===== config.mk =====
export PLATFORM = sky130hd
export DESIGN_NAME = cdcs_silu
export DESIGN_NICKNAME = d
export VERILOG_FILES = /design/src/sv/cdcs_pkg.sv /design/src/sv/cdcs_silu.sv
export SDC_FILE = /design/constraint.sdc
export NUM_CORES = 1
export LEC_CHECK = 0
export ABC_AREA = 1
export CAP_MARGIN = 20
export CORE_MARGIN = 1
export CORE_UTILIZATION = 30
export CTS_CLUSTER_DIAMETER = 40
export DETAILED_ROUTE_END_ITERATION = 10
export DONT_BUFFER_PORTS = 1
export SLEW_MARGIN = 20
export SYNTH_ARGS = -nofsm -noshare
export SYNTH_HDL_FRONTEND = slang
export SYNTH_SLANG_ARGS = --single-unit

===== constraint.sdc =====
create_clock -name clk -period 8.05 [get_ports clk]
set_input_delay 0.805 -clock clk [delete_from_list [all_inputs] [get_ports clk]]
set_output_delay 0.805 -clock clk [all_outputs]
set_load 0.01 [all_outputs]

===== src/sv/cdcs_pkg.sv =====
// Package for the causal depthwise convolution with SiLU block.
// Holds field widths, default sizes, op and state codes and the sigmoid table.
// No dependencies.
package cdcs_pkg;

  localparam int CHANNELS_DEF = 8192;
  localparam int MAX_TAPS_DEF = 4;
  localparam int VALUE_W      = 16;
  localparam int CH_W         = 13;
  localparam int TAP_W        = 2;
  localparam int TAPS_W       = 3;
  localparam logic [TAPS_W-1:0] TAPS_RESET = 3'd4;
  localparam logic [63:0] EXP_STEP_Q32 = 64'd4034748382;

  typedef enum logic [1:0] {
    OP_WEIGHT = 2'd0,
    OP_HIST   = 2'd1,
    OP_SAMPLE = 2'd2,
    OP_READ   = 2'd3
  } op_t;

  typedef enum logic [2:0] {
    ST_CLEAR,
    ST_IDLE,
    ST_READ,
    ST_MAC,
    ST_SAT,
    ST_SILU,
    ST_EMIT
  } state_t;

  typedef logic [VALUE_W-1:0] sig_tab_t [256];

  function automatic sig_tab_t build_sig_table();
    logic [63:0] pw [129];
    logic [63:0] e;
    logic [63:0] den;
    logic [63:0] num;
    logic [63:0] q;
    logic [63:0] rem;
    logic [127:0] prod;
    sig_tab_t tab;
    pw[0] = 64'h1_0000_0000;
    for (int j = 0; j < 128; j++) begin
      prod = 128'(pw[j]) * 128'(EXP_STEP_Q32) + 128'h8000_0000;
      pw[j + 1] = 64'(prod >> 32);
    end
    for (int k = 0; k < 256; k++) begin
      e = (k >= 128) ? pw[k - 128] : pw[128 - k];
      den = 64'h1_0000_0000 + e;
      num = (k >= 128) ? 64'h1_0000_0000_0000 : (e << 16);
      num = num + (den >> 1);
      q = '0;
      rem = '0;
      for (int b = 63; b >= 0; b--) begin
        rem = {rem[62:0], num[b]};
        q = q << 1;
        if (rem >= den) begin
          rem = rem - den;
          q[0] = 1'b1;
        end
      end
      tab[k] = (q > 64'd65535) ? 16'hFFFF : q[15:0];
    end
    return tab;
  endfunction

  localparam sig_tab_t SIG_TABLE = build_sig_table();

endpackage


===== src/sv/cdcs_silu.sv =====
// SiLU unit: three register stages (input, table product, rounding and range select).
// Depends on cdcs_pkg for the sigmoid table.
module cdcs_silu import cdcs_pkg::*; (
  input  logic                      clk,
  input  logic                      rst,
  input  logic                      in_valid,
  input  logic signed [VALUE_W-1:0] x,
  output logic                      y_valid,
  output logic signed [VALUE_W-1:0] y
);

  logic                      v0;
  logic                      v1;
  logic signed [VALUE_W-1:0] x0;
  logic signed [VALUE_W-1:0] x1;
  logic signed [32:0]        prod;
  logic [16:0]               biased;
  logic [7:0]                idx;
  logic signed [33:0]        rounded;
  logic signed [VALUE_W-1:0] y_next;

  assign biased = 17'({x0[VALUE_W-1], x0}) + 17'd8192;
  assign idx = biased[13:6];
  assign rounded = 34'(prod) + 34'sd32768;

  always_comb begin
    if (x1 >= 16'sd8192) begin
      y_next = x1;
    end else if (x1 < -16'sd8192) begin
      y_next = '0;
    end else begin
      y_next = rounded[31:16];
    end
  end

  always_ff @(posedge clk) begin
    if (rst) begin
      v0 <= 1'b0;
      v1 <= 1'b0;
      y_valid <= 1'b0;
    end else begin
      v0 <= in_valid;
      v1 <= v0;
      y_valid <= v1;
    end
    x0 <= x;
    x1 <= x0;
    prod <= x0 * $signed({1'b0, SIG_TABLE[idx]});
    y <= y_next;
  end

endmodule


* Yosys cells after proc, flatten, opt, wreduce, memory -nomap -nowiden
Memories as Yosys holds them, arrays and structs flattened.
Cells that the tools add are included.
** Word-level totals
- Input bits :: 19
- Memories kept :: 1
- Memory bits (read-only) :: 4096
- Bits in registers :: 83
** Memories
- (no name shown) :: words 256, width 16, read ports 1, clocked after memory_dff 0, wr ports 0, RTL line cdcs_silu.sv:48 : prod <= x0 * $signed({1'b0, SIG_TABLE[idx]});
** Cells by class
- Magnitude comparators :: 3
- Bitwise logic cells :: 1
- Muxes and demuxes :: 4
- Add/sub/neg operators :: 2
- $mul :: 1
** Operators with widths (count)
- $mux W16 :: 4
- $add A32 B17 Y32 const B :: 1
- $mul A16 B17 Y32 :: 1
- $ge A16 B15 Y1 const B :: 1
- $lt A16 B14 Y1 const B :: 1
- $add A14 B14 Y14 const B :: 1
- $ge A9 B9 Y1 const B :: 1
- $not A8 Y9 :: 1

* Depth between registers and ports, before layout
Gate-level depths: netlist of run 1.
- Depth in word-level cells :: 6
- Gate-level depth with buffers :: 41
- Depth with buffers taken out :: 39

* Least setup slack after synthesis of run 1
No wires, ideal clock.
- Kind :: register -> register
- From :: reg x0[6]
- To :: reg prod[27]
- Stages on the path, launching flop included :: 39
- Required time :: 7.938 ns
- Clock period less this slack :: 7.374 ns
- Library setup time :: 0.112 ns
- Arrival :: 7.261 ns
- Path slack :: 0.676 ns
- Path through :: dfxtp_1 buf_2 inv_2 clkbuf_1 ha_1 nand2_1 buf_2 nand2_1 nand2_1 nand2_1 o21ai_0 a221oi_1 o21ai_1 nand2_1 nand2_1 inv_2 nand2_1 fa_1 [3 not listed] fa_1 inv_1 fa_1 fa_1 inv_1 fa_1 inv_1 ha_1 a21oi_1 inv_1 a31oi_1 inv_1 a21oi_1 nor2_1 a211oi_1 nand2_1 nand2_1 nand2_1
** On the way
- Cells in the longest elaborated chain, start to end :: 6
** Ends and longest elaborated chain
- start: declaration :: RTL line cdcs_silu.sv:14 : logic signed [VALUE_W-1:0] x0;
- start signal: assignment :: RTL line cdcs_silu.sv:46 : x0 <= x;
- $add A14 B14 Y14 :: RTL line cdcs_silu.sv:22 : assign biased = 17'({x0[VALUE_W-1], x0}) + 17'd8192;
- $not A8 Y9 (implied by the code) :: RTL line cdcs_silu.sv:48
- $mem_v2 Z256 W16
- $mux W16 (implied by the code) (2 in series) :: RTL line cdcs_silu.sv:48
- $mul A16 B17 Y32 * :: RTL line cdcs_silu.sv:48
- end signal: assignment :: RTL line cdcs_silu.sv:48
- end: declaration :: RTL line cdcs_silu.sv:16 : logic signed [32:0] prod;
Mark *: on every way between the ends. The rest lies on a longest branch, timed or not. The select of a mux whose other input is x is not followed.
A chain may end at the register's enable or synchronous reset.

* Worst setup path after layout of run 1
- From :: reg x0[6]
- To :: reg prod[30]
The elaborated chain is that of the path after synthesis.

==> metrics.yaml, run 1 <==
clock_network:
  htree_levels: 3
  cts_tree: "done"
  clock_path_buffers: 2
  post_cts_buffers: 0
  cts_buffers: 9
  cts.sinks: 68
  clkTransAtPathRegs_ns: 0.07
  cts_root_buffer: "clkbuf_16"
  worst_skew_pair.late_latency_ns: 0.34
route:
  drt-total-wl_um: 62300
  drtIter0Drc: 1255
  drt-pass1-iter-count: 6
  ant_nets: 0
  vias: 14500
  vias_per_cell: 5.32
  drc: 0
  wire_per_inst_um: 22.9
floorplan:
  floorplan.initialDensity_pct: 30.6
  fp.dieW_um: 218
  num_io_pins: 36
  dieArea_sq_um: 47400
  coreArea_sq_um: 45700
  row_count: 78
  die_y_um: 218
place:
  globalplace.congestion: 1.07
  dp_hpwl_um: 50600
  io_buffers: 0
  place_ws_ns: 0.0830
timing:
  finalMaxSlewViolations: 0
  rsz0062_at_grt: "true"
  finalCritPeriodShare_pct: 96.7
  setup_viol: 0
  fmax_mhz: 128
  finalHoldViolCount: 0
  slew_headroom_pct: 49.1
  layout_min_cycle_time_ns: 7.78
  fin_skew_ns: 0.0125
  worstMarginPinSlew_ns: 0.760
  final.setup.worst_slack_ns: 0.268
  holdWs_ns: 0.407
critical_path:
  crit_top_cell: "inv_1"
  crit_slowest_cell: "fa_1"
  critPathRequiredTime_ns: 8.28
  cpPeakStageDelay_ns: 0.56
  crit_arrival_ns: 8.02
  cp_max_fo: 17
  worstSetupEndpointType: "register"
  critPathKind: "reg -> reg"
  critPathLaunchType: "register"
yosys:
  post-synth-top-area-cell: "fa_1"
  synth_cells: 1999
  avgSynthCellArea_sq_um: 6.98
  syn-num-nets: 2343
  yosysSeqAreaShare_pct: 9.75
  yosys_most_used_dff: "dfxtp_1"
  synth-async-reset-ratio_pct: 0
  ys_types: 57
  yosysWarnings: 0
  ys_seq_elements: 68
  synthTopCellsByArea: "fa_1 28%, nand2_1 12%, ha_1 12%"
  synth_area_sq_um: 14000
  synth_edf_count: 0
  yosys.area.top_type_share_pct: 27.5
global_routing:
  grt_pass1_wl_um: 94800
  grt_pass1_vias: 15200
  antenna_found_initial: 2
  grt-ovfl-total: 0
  grt_max_degree: 48
  track_usage_pct: 27.0
finish:
  final_cell_mix: "448 x nand2_1, 359 x inv_1, 273 x nor2_1, 192 x fa_1, 171 x buf_4"
  final_common_cell: "nand2_1"
  nets: 2457
  drive_above_1_share_pct: 11.8
  syn_to_final_growth_pct: 15.9
hold_path:
  hp-class: "reg -> reg"
run_status:
  status: "completed"
run:
  drv_cap: 0
==> final cells by class <==
type,count,area [sq um]
fillers,4938,29500
multi-input cells,1475,10800
repair buffers,180,1460
inverters,379,1430
flip-flops and latches,68,1360
well taps,600,751
clock buffers,9,225
clock inverters,7,100
diodes,2,5.00
==> per-layer routing <==
layer / up-vias / global-route usage [%] / part of all wire (%)
li1: 6485 / - / -
met3: 230 / 3.89 / 7.2
met4: 0 / 15.8 / 6.8
met2: 747 / 44.9 / 46
met1: 7009 / 33.1 / 40
met5: - / 0 / 0
==> worst max-delay path, delay by kind of cell, from the launching register on <==
kind	cells	cell delay, ns
buffers and inverters	9	1.16
flip-flops	1	0.42
AO/OA/AOI/OAI	7	1.51
adder cells (fa/ha/maj)	7	3.37
AND/OR/NAND/NOR	10	1.20
==> kinds of logic (layout without fill, tap and decap cells) <==
family / after synthesis / in the layout / share of synthesized area [%]
other cells: 0 / 2 / 0
simple gates: 861 / 861 / 25.0
buf+inv: 456 / 575 / 12.8
fa+ha+maj: 325 / 325 / 39.5
xor+xnor: 13 / 13 / 0.816
flops: 68 / 68 / 9.75
compound gates: 276 / 276 / 12.1
==> registers in the layout, summed over array words and instances, names as in the netlist <==
register,flops
prod,17
x0,16
x1,16
y,16
v0,1
v1,1
y_valid,1
==> timing repair <==
| action | 4_1_cts | 5_1_grt |
|---|---|---|
| hold endpoints to repair | 0 | 0 |
| gates cloned | 0 | 0 |
| gates resized for setup | 1 | 17 |
| setup endpoints to repair | 1 | 17 |
| hold buffers | 0 | 0 |
==> through the flow <==
step	area (sq um)	setup TNS [ns]	std cells	util, %
finish	16200	0	2720	35.4
global placement	15800	-0.0152	2702	34.6
floorplan	14000	0	1999	-
CTS	16100	0	2718	35.3
global route	16200	-0.0484	2720	35.4
detailed placement	15800	0	2702	34.6
==> path summary, 6_finish.rpt <==
| check | startpoint | slack (ns) | end | depth (start not counted) |
|---|---|---|---|---|
| worst max register to register | x0[6]$_DFF_P_ | 0.27 | prod[30]$_DFF_P_ | 33 |
| worst min register to register | v1$_SDFF_PP0_ | 0.41 | y_valid$_SDFF_PP0_ | 2 |
| worst min-delay path | v1$_SDFF_PP0_ | 0.41 | y_valid$_SDFF_PP0_ | 2 |
| worst max-delay path | x0[6]$_DFF_P_ | 0.27 | prod[30]$_DFF_P_ | 33 |
==> Yosys cell counts (3+ instances only) <==
cell,instances
o2111ai_1,9
nand3_1,82
nand4_1,9
dfxtp_1,68
buf_4,4
clkinv_1,4
nand2_1,450
a31oi_1,25
o221ai_1,4
o311ai_0,6
o21ai_0,76
clkbuf_1,31
nor2_4,3
ha_1,133
o21a_1,4
xor2_1,10
a21oi_1,83
o21ai_1,8
o22ai_1,4
xnor2_1,3
a32o_1,11
nand2_2,9
inv_2,15
nor3_1,17
buf_6,3
fa_1,192
or2_2,3
buf_2,32
o211ai_1,8
inv_1,359
a221oi_1,6
a21o_1,4
a211oi_1,5
buf_1,7
o31ai_1,10
nor2_1,273
Power of run 1 is left out: the tool's default activity adds up to more than one toggle a clock period on the data nets, which glitch-free logic cannot reach.
==> inputs of run 2 (changes only) <==
--- a/config.mk
+++ b/config.mk
@@ -8,7 +8,7 @@
 export ABC_AREA = 1
 export CAP_MARGIN = 20
 export CORE_MARGIN = 1
-export CORE_UTILIZATION = 30
+export CORE_UTILIZATION = 45
 export CTS_CLUSTER_DIAMETER = 40
 export DETAILED_ROUTE_END_ITERATION = 10
 export DONT_BUFFER_PORTS = 1
==> run 2 against run 1 <==
Compared with the run above:
- first-iteration DRC count rose by 54%
- final area fell by 5.2%
- fmax fell by 1.1%
- wire length rose by 2.0%
- die area fell by 33%
- critical path depth fell by 2
- non-clock buffer count fell by 69
- global-route usage rose by 14 points
- final cell count fell by 10%
- worst setup slack got worse by 0.089 ns
- clock-buffer cell count did not move
- critical path type unchanged
- critical endpoint is now prod[24]$_DFF_P_
- highest routed layer is now met5
==> metrics.yaml, run 2 (same netlist as run 1, synthesis figures left out) <==
run_status:
  status: "completed"
place:
  io_buffers: 0
  globalplace.congestion: 1.07
  dp_hpwl_um: 51400
finish:
  final-seq-area_sq_um: 1360
  largest_register_ffs: 17
  top_register: "prod"
  nFillCells: 3030
  final_common_cell: "nand2_1"
  final_cell_mix: "444 x nand2_1, 359 x inv_1, 273 x nor2_1, 192 x fa_1, 132 x ha_1"
  syn_to_final_growth_pct: 9.88
  drive_above_1_share_pct: 8.69
  multi_input_area_sq_um: 10800
  nets: 2388
critical_path:
  cp_max_fo: 10
  startpoint: "x0[8]$_DFF_P_"
  rr_worst_depth: 31
  worstSetupEndpointType: "register"
  critPathRequiredTime_ns: 8.28
  reg2reg_slack_ns: 0.18
  crit_arrival_ns: 8.10
  rr_endpoint: "prod[24]$_DFF_P_"
  cpPeakStageDelay_ns: 0.56
  critPathLaunchType: "register"
  crit_slowest_cell: "fa_1"
  crit_end: "prod[24]$_DFF_P_"
  worst_r2r_startpoint: "x0[8]$_DFF_P_"
  critPathKind: "reg -> reg"
floorplan:
  row_count: 64
  num_io_pins: 36
  fp.dieW_um: 178
  die_y_um: 178
  dieArea_sq_um: 31700
  floorplan.initialDensity_pct: 45.6
  coreArea_sq_um: 30600
route:
  wire_per_inst_um: 25.9
  vias_per_cell: 6.00
  vias: 14700
  drt-pass1-iter-count: 7
  drtIter0Drc: 1937
  drc: 0
  drt-total-wl_um: 63500
  ant_nets: 0
timing:
  worstMarginPinSlew_ns: 0.988
  setup_viol: 0
  finalHoldViolCount: 0
  fmax_mhz: 127
  slew_headroom_pct: 33.9
  layout_min_cycle_time_ns: 7.87
  tns_ns: 0
  finalMaxSlewViolations: 0
  finalCritPeriodShare_pct: 97.8
  rsz0062_at_grt: "false"
  fin_skew_ns: 0.0161
global_routing:
  grt-ovfl-total: 0
  grt_pass1_vias: 14500
  antenna_found_initial: 4
  grt_max_degree: 51
  grt_pass1_wl_um: 93800
  track_usage_pct: 41.3
clock_network:
  cts_buffers: 9
  clkTransAtPathRegs_ns: 0.07
  cts.sinks: 68
  post_cts_resized: 0
  htree_levels: 3
  holdBufCountCts: 0
  clock_path_buffers: 2
  post_cts_buffers: 0
  cts_tree: "done"
  cts_root_buffer: "clkbuf_16"
  worst_skew_pair.late_latency_ns: 0.35
hold_path:
  hp-class: "reg -> reg"
run:
  drv_cap: 0
## run 2: changes by cell type in the layout (fill, tap and decap cells not counted), moves of 2 or more
cell / change
buf_4: -66
nand2_1: -4
a21oi_2: -2
a211oi_2: -2
nand2_2: +4
inv_6: +2
o21ai_0: -2
clkinvlp_4: +2
a211oi_1: +2
a21oi_1: +2
clkinv_4: -3
buf_12: -2
o21ai_1: +2
## run 2: per-layer routing
| metal | wire length [um] | vias up | track usage (%) |
|---|---|---|---|
| met2 | 25800 | 1032 | 58.5 |
| met5 | 9 | - | 0 |
| met1 | 26700 | 7147 | 58.4 |
| met4 | 2110 | 2 | 13.7 |
| met3 | 8870 | 149 | 13.8 |
| li1 | - | 6350 | - |
## run 2: worst max-delay path, delay by kind of cell (launching register included)
family / cells / cell delay, ns
xor gates and xnor gates: 1 / 0.16
and+or+nand+nor: 8 / 0.93
DFF: 1 / 0.49
buffers and inverters: 9 / 1.23
AOI/OAI and AO/OA: 6 / 1.68
adders and majority gates: 7 / 3.23
## run 2: worst min-delay path by stage
stage                    from                 end  slack [ns]  depth (start not counted)
2_1_floorplan  x0[12]$_DFF_P_      x1[12]$_DFF_P_        0.33                          0
3_3_place_gp    v0$_SDFF_PP0_       v1$_SDFF_PP0_        0.39                          2
3_5_place_dp    v1$_SDFF_PP0_  y_valid$_SDFF_PP0_        0.40                          2
4_1_cts         v0$_SDFF_PP0_       v1$_SDFF_PP0_        0.41                          2
5_1_grt         v1$_SDFF_PP0_  y_valid$_SDFF_PP0_        0.44                          2
6_report        v0$_SDFF_PP0_       v1$_SDFF_PP0_        0.41                          2
## run 2: metrics by stage
stage / cell area [sq um] / utilization (%) / worst slack [ns] / cells / hold WS [ns]
3_3_place_gp: 15000 / 49.0 / 0.214 / 2429 / 0.392
2_1_floorplan: 14000 / - / 0.676 / 1999 / 0.329
5_1_grt: 15300 / 50.1 / 0.00629 / 2447 / 0.441
4_1_cts: 15300 / 50.0 / 0.215 / 2445 / 0.413
6_report: 15300 / 50.1 / 0.179 / 2447 / 0.410
3_5_place_dp: 15000 / 49.0 / 0.285 / 2429 / 0.397
## run 2: area by class of cell
class,count,area share [%]
inverter,379,9.29
clock buffer,9,1.47
tap,396,3.23
sequential,68,8.89
clock inverter,7,0.538
multi-input combinational,1475,70.6
antenna,2,0.0326
timing repair buffer,111,5.92
Power of run 2 is left out for the same reason.
